**config.mk**
```make
export PLATFORM = sky130hd
export DESIGN_NAME = midi_file_drum_event_parser
export DESIGN_NICKNAME = d
export VERILOG_FILES = /design/src/rtl/core/mfdep_pkg.sv /design/src/rtl/core/midi_file_drum_event_parser.sv /design/src/rtl/core/mfdep_divider.sv
export SDC_FILE = /design/constraint.sdc
export NUM_CORES = 2
export LEC_CHECK = 0
export BUFFER_PORTS_ARGS = -buffer_cell sky130_fd_sc_hd__buf_2
export CORE_MARGIN = 2
export CORE_UTILIZATION = 65
export DETAILED_ROUTE_END_ITERATION = 7
export PLACE_DENSITY = 0.82
export SLEW_MARGIN = 10
export SYNTH_ARGS = -nofsm -noshare
export SYNTH_HDL_FRONTEND = slang
export SYNTH_SLANG_ARGS = --single-unit
```
**constraint.sdc**
```tcl
create_clock -name clk_i -period 23.6 [get_ports clk_i]
set_clock_uncertainty 0.2 [all_clocks]
set_input_delay 3.54 -clock clk_i [delete_from_list [all_inputs] [get_ports clk_i]]
set_output_delay 3.54 -clock clk_i [all_outputs]
set_load 0.005 [all_outputs]
```
**src/rtl/core/mfdep_pkg.sv**
```systemverilog
// ----------------------------------------------------------------------------
// MIDI drum event parser package
// Shared types and constants for the parser and its wait-time divider.
// ----------------------------------------------------------------------------
package mfdep_pkg;

  localparam logic [3:0]  DrumChanReset  = 4'd9;
  localparam logic [31:0] TagHeader      = 32'h4D546864;
  localparam logic [31:0] TagTrack       = 32'h4D54726B;
  localparam logic [7:0]  MetaEndTrack   = 8'h2F;
  localparam logic [7:0]  MetaTempo      = 8'h51;
  localparam logic [31:0] TempoReset     = 32'd500000;
  localparam logic [14:0] DivisionReset  = 15'd480;
  localparam logic [9:0]  MsPerSec       = 10'd1000;
  localparam logic [7:0]  SysExStart     = 8'hF0;
  localparam logic [7:0]  SysExEscape    = 8'hF7;
  localparam logic [7:0]  MetaStatus     = 8'hFF;
  localparam logic [3:0]  NoteOnHi       = 4'h9;
  localparam logic [27:0] Mask28         = 28'h0FFFFFFF;

  typedef enum logic [1:0] {
    KIND_HIT   = 2'd0,
    KIND_WAIT  = 2'd1,
    KIND_END   = 2'd2,
    KIND_ERROR = 2'd3
  } kind_e;

  // Request to the divider: dividend and divisor (division times 1000).
  typedef struct packed {
    logic        start;
    logic [31:0] dividend;
    logic [24:0] divisor;
  } div_req_t;

  typedef struct packed {
    logic        busy;
    logic        done;
    logic [31:0] quotient;
  } div_rsp_t;

endpackage

```
**src/rtl/core/midi_file_drum_event_parser.sv**
```systemverilog
// ----------------------------------------------------------------------------
// MIDI file drum event parser
// Byte-serial Standard MIDI File walker reporting drum hits, waits, song end
// and format errors.
// ----------------------------------------------------------------------------
// Timing: a wait word passes a registered product, divider load, 32 divide
//   steps and the output register after its last delta byte.
// Throughput: one byte per cycle; a nonzero delta with a nonzero division holds
//   the input until its wait word is out, and a word left unread in the output register holds it too.
// Reset: asynchronous, active low; header tag, tempo 500000 us, division 480,
//   drum channel 9.
module midi_file_drum_event_parser (
  input  logic        clk_i,
  input  logic        rst_ni,
  input  logic        cfg_we_i,
  input  logic [3:0]  cfg_wdata_i,     // drum_channel
  input  logic        s_axis_tvalid,
  output logic        s_axis_tready,
  input  logic [7:0]  s_axis_tdata,    // [7:0] file_byte
  input  logic        s_axis_tuser,    // [0] command
  output logic        m_axis_tvalid,
  input  logic        m_axis_tready,
  output logic [55:0] m_axis_tdata,    // [7:0] note_number, [15:8] velocity,
                                       // [47:16] wait_ms, [48] frame_mode
  output logic [1:0]  m_axis_tuser     // [1:0] kind
);
  import mfdep_pkg::*;

  typedef enum logic [4:0] {
    ST_HDR_TAG, ST_HDR_LEN, ST_HDR_FMT, ST_HDR_NTRK, ST_HDR_DIV, ST_HDR_SKIP,
    ST_TRK_TAG, ST_TRK_LEN, ST_DELTA, ST_EVENT, ST_DATA1, ST_DATA2,
    ST_META_TYPE, ST_LEN_SKIP, ST_LEN_TEMPO, ST_SKIP, ST_TEMPO, ST_EOT_LEN,
    ST_DONE, ST_MUL, ST_DIV
  } state_e;

  state_e      state_q, state_d;
  logic [31:0] shift_q, shift_d;
  logic [27:0] left_q, left_d;
  logic [31:0] delta_q, delta_d;
  logic [31:0] tempo_q, tempo_d;
  logic [14:0] div_q, div_d;
  logic        frames_q, frames_d;
  logic [15:0] ntrk_q, ntrk_d;
  logic [15:0] seen_q, seen_d;
  logic [7:0]  rs_q, rs_d;
  logic [7:0]  held_q, held_d;
  logic [2:0]  bcnt_q, bcnt_d;
  logic [3:0]  chan_q;
  logic [31:0] prod_q;

  logic        ov_q;
  logic [1:0]  okind_q;
  logic [7:0]  onote_q, ovel_q;
  logic [31:0] owait_q;
  logic        oframe_q;

  logic        emit;
  kind_e       ekind;
  logic [7:0]  enote, evel;

  div_req_t    dreq;
  div_rsp_t    drsp;
  logic [24:0] dsr_ms;

  logic        take;
  logic [7:0]  b;
  logic [31:0] sh8, sh7;
  logic [2:0]  bcnt_inc;
  logic        one_db;

  mfdep_divider u_div (.clk_i, .rst_ni, .req_i(dreq), .rsp_o(drsp));

  // Hold input while busy with a wait or while a word sits unread.
  assign s_axis_tready = (state_q != ST_MUL) && (state_q != ST_DIV) &&
                         (!ov_q || m_axis_tready);
  assign take     = s_axis_tvalid && s_axis_tready;
  assign b        = s_axis_tdata;
  assign sh8      = {shift_q[23:0], b};
  assign sh7      = {shift_q[24:0], b[6:0]};
  assign bcnt_inc = bcnt_q + 3'd1;
  assign one_db   = (rs_q[7:4] == 4'hC) || (rs_q[7:4] == 4'hD);

  // Fold both truncating divisions into one: divide by division times 1000.
  assign dsr_ms        = {10'd0, div_q} * {15'd0, MsPerSec};
  assign dreq.start    = (state_q == ST_MUL);
  assign dreq.dividend = prod_q;
  assign dreq.divisor  = dsr_ms;

  always_comb begin
    state_d = state_q; shift_d = shift_q; left_d = left_q; delta_d = delta_q;
    tempo_d = tempo_q; div_d = div_q; frames_d = frames_q; ntrk_d = ntrk_q;
    seen_d = seen_q; rs_d = rs_q; held_d = held_q; bcnt_d = bcnt_q;
    emit = 1'b0; ekind = KIND_HIT; enote = '0; evel = '0;
    if (state_q == ST_DIV) begin
      if (drsp.done) begin
        state_d = ST_EVENT;
        emit    = 1'b1;
        ekind   = KIND_WAIT;
      end
    end else if (take && s_axis_tuser) begin
      // restart: clear all parse state
      state_d = ST_HDR_TAG; shift_d = '0; left_d = '0; delta_d = '0;
      tempo_d = TempoReset; div_d = DivisionReset; frames_d = 1'b0;
      ntrk_d = '0; seen_d = '0; rs_d = '0; held_d = '0; bcnt_d = '0;
    end else if (take) begin
      case (state_q)
        ST_HDR_TAG, ST_TRK_TAG, ST_HDR_LEN, ST_TRK_LEN: begin
          shift_d = sh8;
          bcnt_d  = bcnt_inc;
          if (bcnt_inc >= 3'd4) begin
            bcnt_d  = '0;
            shift_d = '0;
            case (state_q)
              ST_HDR_TAG: begin
                if (sh8 == TagHeader) state_d = ST_HDR_LEN;
                else begin
                  state_d = ST_DONE; emit = 1'b1; ekind = KIND_ERROR;
                end
              end
              ST_TRK_TAG: begin
                if (sh8 == TagTrack) begin
                  if (seen_q != 16'hFFFF) seen_d = seen_q + 16'd1;
                  rs_d = '0; held_d = '0; state_d = ST_TRK_LEN;
                end else begin
                  state_d = ST_DONE; emit = 1'b1; ekind = KIND_ERROR;
                end
              end
              ST_HDR_LEN: begin
                if (sh8 <= 32'd6) left_d = '0;
                else if (sh8 - 32'd6 > {4'd0, Mask28}) left_d = Mask28;
                else left_d = 28'(sh8 - 32'd6);
                state_d = ST_HDR_FMT;
              end
              default: begin
                delta_d = '0; state_d = ST_DELTA;
              end
            endcase
          end
        end
        ST_HDR_FMT, ST_HDR_NTRK, ST_HDR_DIV: begin
          shift_d = sh8;
          bcnt_d  = bcnt_inc;
          if (bcnt_inc >= 3'd2) begin
            bcnt_d  = '0;
            shift_d = '0;
            case (state_q)
              ST_HDR_FMT:  state_d = ST_HDR_NTRK;
              ST_HDR_NTRK: begin
                ntrk_d = sh8[15:0]; state_d = ST_HDR_DIV;
              end
              default: begin
                frames_d = sh8[15];
                div_d    = sh8[14:0];
                state_d  = (left_q != '0) ? ST_HDR_SKIP : ST_TRK_TAG;
              end
            endcase
          end
        end
        ST_HDR_SKIP: begin
          left_d = left_q - 28'd1;
          if (left_d == '0) state_d = ST_TRK_TAG;
        end
        ST_DELTA: begin
          delta_d = {delta_q[24:0], b[6:0]};
          if (!b[7]) begin
            state_d = ST_EVENT;
            if (delta_d != '0) begin
              if (div_q == '0) begin
                emit = 1'b1; ekind = KIND_WAIT;
              end else begin
                state_d = ST_MUL;
              end
            end
          end
        end
        ST_EVENT: begin
          if (b == SysExStart || b == SysExEscape) begin
            shift_d = '0; state_d = ST_LEN_SKIP;
          end else if (b == MetaStatus) begin
            state_d = ST_META_TYPE;
          end else if (b[7]) begin
            if (b < SysExStart) begin
              rs_d = b; held_d = '0; state_d = ST_DATA1;
            end
          end else if (rs_q != '0) begin
            if (one_db) begin
              delta_d = '0; state_d = ST_DELTA;
            end else begin
              held_d = b; state_d = ST_DATA2;
            end
          end
        end
        ST_DATA1: begin
          if (one_db) begin
            delta_d = '0; state_d = ST_DELTA;
          end else begin
            held_d = b; state_d = ST_DATA2;
          end
        end
        ST_DATA2: begin
          delta_d = '0; state_d = ST_DELTA;
          if (rs_q[7:4] == NoteOnHi && rs_q[3:0] == chan_q && b != '0) begin
            emit = 1'b1; ekind = KIND_HIT; enote = held_q; evel = b;
          end
        end
        ST_META_TYPE: begin
          shift_d = '0;
          if (b == MetaEndTrack) begin
            if (seen_q >= ntrk_q) begin
              state_d = ST_DONE; emit = 1'b1; ekind = KIND_END;
            end else state_d = ST_EOT_LEN;
          end else state_d = (b == MetaTempo) ? ST_LEN_TEMPO : ST_LEN_SKIP;
        end
        ST_LEN_SKIP, ST_LEN_TEMPO: begin
          shift_d = sh7;
          if (!b[7]) begin
            left_d  = sh7[27:0];
            shift_d = '0;
            if (sh7[27:0] != '0) begin
              state_d = (state_q == ST_LEN_TEMPO) ? ST_TEMPO : ST_SKIP;
            end else begin
              if (state_q == ST_LEN_TEMPO) tempo_d = '0;
              delta_d = '0; state_d = ST_DELTA;
            end
          end
        end
        ST_SKIP: begin
          left_d = left_q - 28'd1;
          if (left_d == '0) begin
            delta_d = '0; state_d = ST_DELTA;
          end
        end
        ST_TEMPO: begin
          shift_d = sh8;
          left_d  = left_q - 28'd1;
          if (left_d == '0) begin
            tempo_d = sh8; shift_d = '0; delta_d = '0; state_d = ST_DELTA;
          end
        end
        ST_EOT_LEN: begin
          bcnt_d = '0; shift_d = '0; state_d = ST_TRK_TAG;
        end
        default: ;
      endcase
    end
  end

  always_ff @(posedge clk_i or negedge rst_ni) begin
    if (!rst_ni) begin
      state_q <= ST_HDR_TAG; shift_q <= '0; left_q <= '0; delta_q <= '0;
      tempo_q <= TempoReset; div_q <= DivisionReset; frames_q <= 1'b0;
      ntrk_q <= '0; seen_q <= '0; rs_q <= '0; held_q <= '0; bcnt_q <= '0;
      chan_q <= DrumChanReset; ov_q <= 1'b0;
    end else begin
      shift_q <= shift_d; left_q <= left_d; tempo_q <= tempo_d;
      div_q <= div_d; frames_q <= frames_d; ntrk_q <= ntrk_d; seen_q <= seen_d;
      rs_q <= rs_d; held_q <= held_d; bcnt_q <= bcnt_d; delta_q <= delta_d;
      if (cfg_we_i) chan_q <= cfg_wdata_i;
      // step the wait sequencer: register product, then hand to divider
      case (state_q)
        ST_MUL: begin
          state_q <= ST_DIV;
        end
        default: state_q <= state_d;
      endcase
      if (state_d == ST_MUL) prod_q <= 32'(tempo_q * delta_d);
      if (emit) begin
        ov_q <= 1'b1;
      end else if (m_axis_tready) begin
        ov_q <= 1'b0;
      end
    end
  end

  // output payload, no reset needed
  always_ff @(posedge clk_i) begin
    if (emit) begin
      okind_q  <= ekind;
      onote_q  <= enote;
      ovel_q   <= evel;
      owait_q  <= (ekind == KIND_WAIT && div_q != '0) ? drsp.quotient : '0;
      oframe_q <= frames_q;
    end
  end

  assign m_axis_tvalid = ov_q;
  assign m_axis_tuser  = okind_q;
  assign m_axis_tdata  = {7'd0, oframe_q, owait_q, ovel_q, onote_q};

  // A finished quotient always lands in the output register.
  assert property (@(posedge clk_i) disable iff (!rst_ni)
    drsp.done |=> m_axis_tvalid) else $error("divider result lost");

  // Input is held while the divider works.
  assert property (@(posedge clk_i) disable iff (!rst_ni)
    drsp.busy |-> !s_axis_tready) else $error("input taken during divide");

  // A divider start is always followed by the divide state.
  assert property (@(posedge clk_i) disable iff (!rst_ni)
    dreq.start |=> state_q == ST_DIV) else $error("divide sequencer slip");

endmodule

```
**src/rtl/core/mfdep_divider.sv**
```systemverilog
// ----------------------------------------------------------------------------
// Wait-time divider
// Restoring divider, one quotient bit per cycle. Divides the 32-bit
// product by the division times 1000 in a single 32-step pass.
// ----------------------------------------------------------------------------
module mfdep_divider (
  input  logic                clk_i,
  input  logic                rst_ni,
  input  mfdep_pkg::div_req_t req_i,
  output mfdep_pkg::div_rsp_t rsp_o
);
  import mfdep_pkg::*;

  typedef enum logic [1:0] {
    S_IDLE, S_RUN, S_DONE
  } state_e;

  state_e      state_q;
  logic [4:0]  cnt_q;
  logic [31:0] quo_q;
  logic [31:0] rem_q;
  logic [24:0] dsr_q;
  logic [32:0] trial;
  logic [31:0] shifted;

  always_comb begin
    shifted = {rem_q[30:0], quo_q[31]};
    trial   = {1'b0, shifted} - {8'd0, dsr_q};
  end

  always_ff @(posedge clk_i or negedge rst_ni) begin
    if (!rst_ni) begin
      state_q <= S_IDLE;
      cnt_q   <= '0;
    end else begin
      case (state_q)
        S_IDLE: begin
          if (req_i.start) begin
            quo_q   <= req_i.dividend;
            rem_q   <= '0;
            dsr_q   <= req_i.divisor;
            cnt_q   <= '0;
            state_q <= S_RUN;
          end
        end
        S_RUN: begin
          // one restoring step
          if (!trial[32]) begin
            rem_q <= trial[31:0];
            quo_q <= {quo_q[30:0], 1'b1};
          end else begin
            rem_q <= shifted;
            quo_q <= {quo_q[30:0], 1'b0};
          end
          cnt_q <= cnt_q + 5'd1;
          if (cnt_q == 5'd31) state_q <= S_DONE;
        end
        S_DONE:  state_q <= S_IDLE;
        default: state_q <= S_IDLE;
      endcase
    end
  end

  assign rsp_o.busy     = (state_q != S_IDLE);
  assign rsp_o.done     = (state_q == S_DONE);
  assign rsp_o.quotient = quo_q;

endmodule

```
==> flow_summary.json <==
{
  "cts_post_setup_buffers_inserted": 0,
  "clk_transition_reported_paths_ns": 0.06,
  "hold_path_class": "reg -> reg",
  "grt_remaining_overflow": 0,
  "pre_cts_ws_ns": 9.75,
  "via_count": 28940,
  "layout-drive-gt1-share_pct": 6.14,
  "postRouteWirelength_um": 95600,
  "fin_util_pct": 69.4,
  "yosys_reg_bits": 368,
  "critical_path_depth": 33,
  "run_status": "finished clean",
  "grt_first_pass_wirelength_um": 156000,
  "min_delay_path_depth": 0,
  "hold_vio_cnt_final": 0,
  "synth.yosys.seq_area_share_pct": 26.7,
  "number_of_maximum_capacitance_violations": 0,
  "cpMaxStageDelayCell": "sky130_fd_sc_hd__a2111oi_0",
  "clock_sink_count": 368,
  "drt_first_pass_iters": 7,
  "grt_setup_unrepaired": "no",
  "routabilityCongestion": 0.993,
  "flow.area_growth_from_synthesis_pct": 5.90,
  "route.detailed.vias_per_inst": 6.00,
  "maximum_resistive_drop_on_vdd_v": 0.000200,
  "min-delay-start": "frames_q",
  "power_per_cell_area_nw_per_um2": 87.6,
  "cp-startpoint": "s_axis_tdata[3]",
  "edff_count_synth": 168,
  "grt_pass1_vias": 29344,
  "h-tree-depth": 2,
  "cts_tree": "built",
  "hpwl_um": 69500,
  "initial_antenna_violation_count": 6,
  "reg2reg_setup_slack_ns": 12.18,
  "slew_at_the_pin_closest_to_its_max_slew_limit_ns": 1.20,
  "cts-buffers-inserted": 42,
  "fp.dieW_um": 245,
  "netlist_top_cells_area": "sky130_fd_sc_hd__fa_1, sky130_fd_sc_hd__edfxtp_1, sky130_fd_sc_hd__dfrtp_1, sky130_fd_sc_hd__ha_1, sky130_fd_sc_hd__inv_1",
  "crit_path_frequent_cell": "sky130_fd_sc_hd__inv_1",
  "io_buffers": 70,
  "synthDominantCellAreaShare_pct": 24.3,
  "slew_headroom_pct": 19.8,
  "antenna_violating_nets_post_route": 0,
  "synthesis.area_sq_um": 37700,
  "floorplan.die_area_sq_um": 60000,
  "rr_startpoint": "state_q[1]",
  "count_of_standard_cell_rows": 88,
  "cts_resized": 0,
  "cts-hold-fix-buffers": 0,
  "synthDistinctLibCells": 84,
  "synth_top_area_cell": "sky130_fd_sc_hd__fa_1",
  "worstRegToRegCells": 32,
  "path_max_fanout": 31,
  "drc": 0,
  "finish.net_count": 4727,
  "most-common-layout-cells": "sky130_fd_sc_hd__inv_1, sky130_fd_sc_hd__nand2_1, sky130_fd_sc_hd__fa_1, sky130_fd_sc_hd__and2_1, sky130_fd_sc_hd__ha_1",
  "cts_root_buf": "sky130_fd_sc_hd__clkbuf_16",
  "crit_family": "adder cells",
  "max_freq_mhz": 74.4,
  "wl_per_cell_um": 19.8,
  "timing_max_transition_violations_final": 0,
  "worst_hold_path.endpoint": "oframe_q",
  "setup.worst_path.class": "in -> reg",
  "synthesis.area_per_instance_sq_um": 9.21,
  "initialDrtViolationCount": 2974,
  "post_synth_inst_count": 4099,
  "grt_start_max_net_pins": 83,
  "start_kind": "input port",
  "path_buf_inv": 8,
  "fp.dieH_um": 245,
  "finalCritPeriodShare_pct": 57.0,
  "finalWorstPathRequiredPeriod_ns": 13.44,
  "fp.coreArea_sq_um": 57600,
  "tns_ns": 0,
  "final_critical_path_setup_slack_ns": 10.16,
  "ys_warn_count": 0,
  "timing.critical_path.to_type": "flop",
  "nFillCells": 4215,
  "asyncSetResetFlopFracSynth_pct": 54.3,
  "layout_commonest_cell": "sky130_fd_sc_hd__inv_1",
  "fin_hold_ws_ns": 0.274,
  "cp_data_required_time_ns": 23.70,
  "groute.usage.overall_pct": 32.9,
  "initial_core_util_pct": 65.6,
  "design.portCount": 78,
  "critical-path-max-stage-delay_ns": 0.90,
  "clkLatencyLatePin_ns": 0.57,
  "cts_buffer_depth": 3,
  "synth_top_flop_cell": "sky130_fd_sc_hd__dfrtp_1",
  "critPathArrivalTime_ns": 13.54,
  "power.static_leakage_nw": 19.0,
  "setup_viol": 0,
  "r2r_end": "prod_q[30]"
}
[worst register-to-register path, delay by kind of cell (launching register included)]
family | cells | cell delay, ns
fa+ha+maj | 9 | 3.77
xor+xnor | 1 | 0.09
buf+inv | 7 | 0.39
simple gates | 4 | 1.20
flops | 1 | 0.93
compound gates | 11 | 4.55
[logic make-up after synthesis]
group           after synthesis  synth area share [%]
fa+ha+maj                   685                  31.8
buf+inv                     859                  8.72
other cells                   1               0.00993
xor+xnor                    171                  4.10
flops                       368                  26.7
mux                          15                 0.424
compound gates              523                  9.00
simple gates               1477                  19.2
[synth_stat cells (14+ instances only)]
cell type,n
sky130_fd_sc_hd__clkbuf_1,202
sky130_fd_sc_hd__a22o_1,30
sky130_fd_sc_hd__edfxtp_1,168
sky130_fd_sc_hd__nor4_1,38
sky130_fd_sc_hd__nand4_1,21
sky130_fd_sc_hd__fa_1,459
sky130_fd_sc_hd__dfrtp_1,187
sky130_fd_sc_hd__or3_1,26
sky130_fd_sc_hd__nor2_1,141
sky130_fd_sc_hd__xor2_1,54
sky130_fd_sc_hd__nand3_1,100
sky130_fd_sc_hd__nor2b_1,28
sky130_fd_sc_hd__a211oi_1,14
sky130_fd_sc_hd__a222oi_1,21
sky130_fd_sc_hd__nand2b_1,37
sky130_fd_sc_hd__a22oi_1,22
sky130_fd_sc_hd__and3_1,19
sky130_fd_sc_hd__nor3_1,61
sky130_fd_sc_hd__ha_1,226
sky130_fd_sc_hd__a21oi_1,128
sky130_fd_sc_hd__o21ai_0,155
sky130_fd_sc_hd__inv_1,621
sky130_fd_sc_hd__and2_1,338
sky130_fd_sc_hd__nand2_1,609
sky130_fd_sc_hd__xnor2_1,113
sky130_fd_sc_hd__buf_1,14
sky130_fd_sc_hd__a21o_1,32
[worst max path at each step]
| stage | to |
|---|---|
| final | prod_q[30] |
| after global routing | prod_q[30] |
| after CTS | prod_q[30] |
| after detailed placement | prod_q[30] |
| after global placement | prod_q[30] |
| after floorplan | prod_q[30] |
[routing by layer]
metal / track usage [%] / vias up / routed length, um / share of wire (%)
met3: 6.71 / 303 / 10400 / 11
met4: 12.7 / 2 / 4110 / 4.3
met5: 0 / - / 12 / 0.013
met1: 46.0 / 14187 / 38400 / 40
met2: 51.1 / 1470 / 42800 / 45
li1: - / 12978 / - / -
[power breakdown]
part           total (mW)  switching, mW  internal, mW  leakage (nW)
clock network       0.683          0.271         0.411         0.707
registers           0.997          0.154         0.843          4.08
logic                1.82           1.02         0.802          14.2
[sequential cells by signal (all words and copies together) (netlist names), 3 cells and up]
signal,cells
bcnt_q,3
chan_q,4
delta_q,32
div_q,15
held_q,8
left_q,28
ntrk_q,16
onote_q,8
ovel_q,8
owait_q,32
prod_q,32
rs_q,8
seen_q,16
shift_q,24
state_q,5
tempo_q,32
u_div.cnt_q,5
u_div.dsr_q,22
u_div.quo_q,32
u_div.rem_q,31
[metrics by stage]
stage / area, sq um / power, mW / instances
global placement: 38500 / 2.72 / 4745
floorplan: 37800 / 2.40 / 4105
finish: 40000 / 3.50 / 4823
CTS: 40000 / 3.49 / 4822
global route: 40000 / 3.77 / 4822
detailed placement: 38500 / 2.79 / 4745
[area by class of cell]
| cell class | count | area (sq um) | area share [%] |
|---|---|---|---|
| multi-input combinational | 2878 | 24500 | 61.3 |
| clock inverter | 19 | 251 | 0.629 |
| inverter | 621 | 2330 | 5.83 |
| tap | 765 | 957 | 2.39 |
| timing repair buffer | 113 | 682 | 1.71 |
| clock buffer | 58 | 1190 | 2.98 |
| antenna | 1 | 2.50 | 0.00626 |
| sequential | 368 | 10100 | 25.2 |
Power figures use the tool's default switching activity.
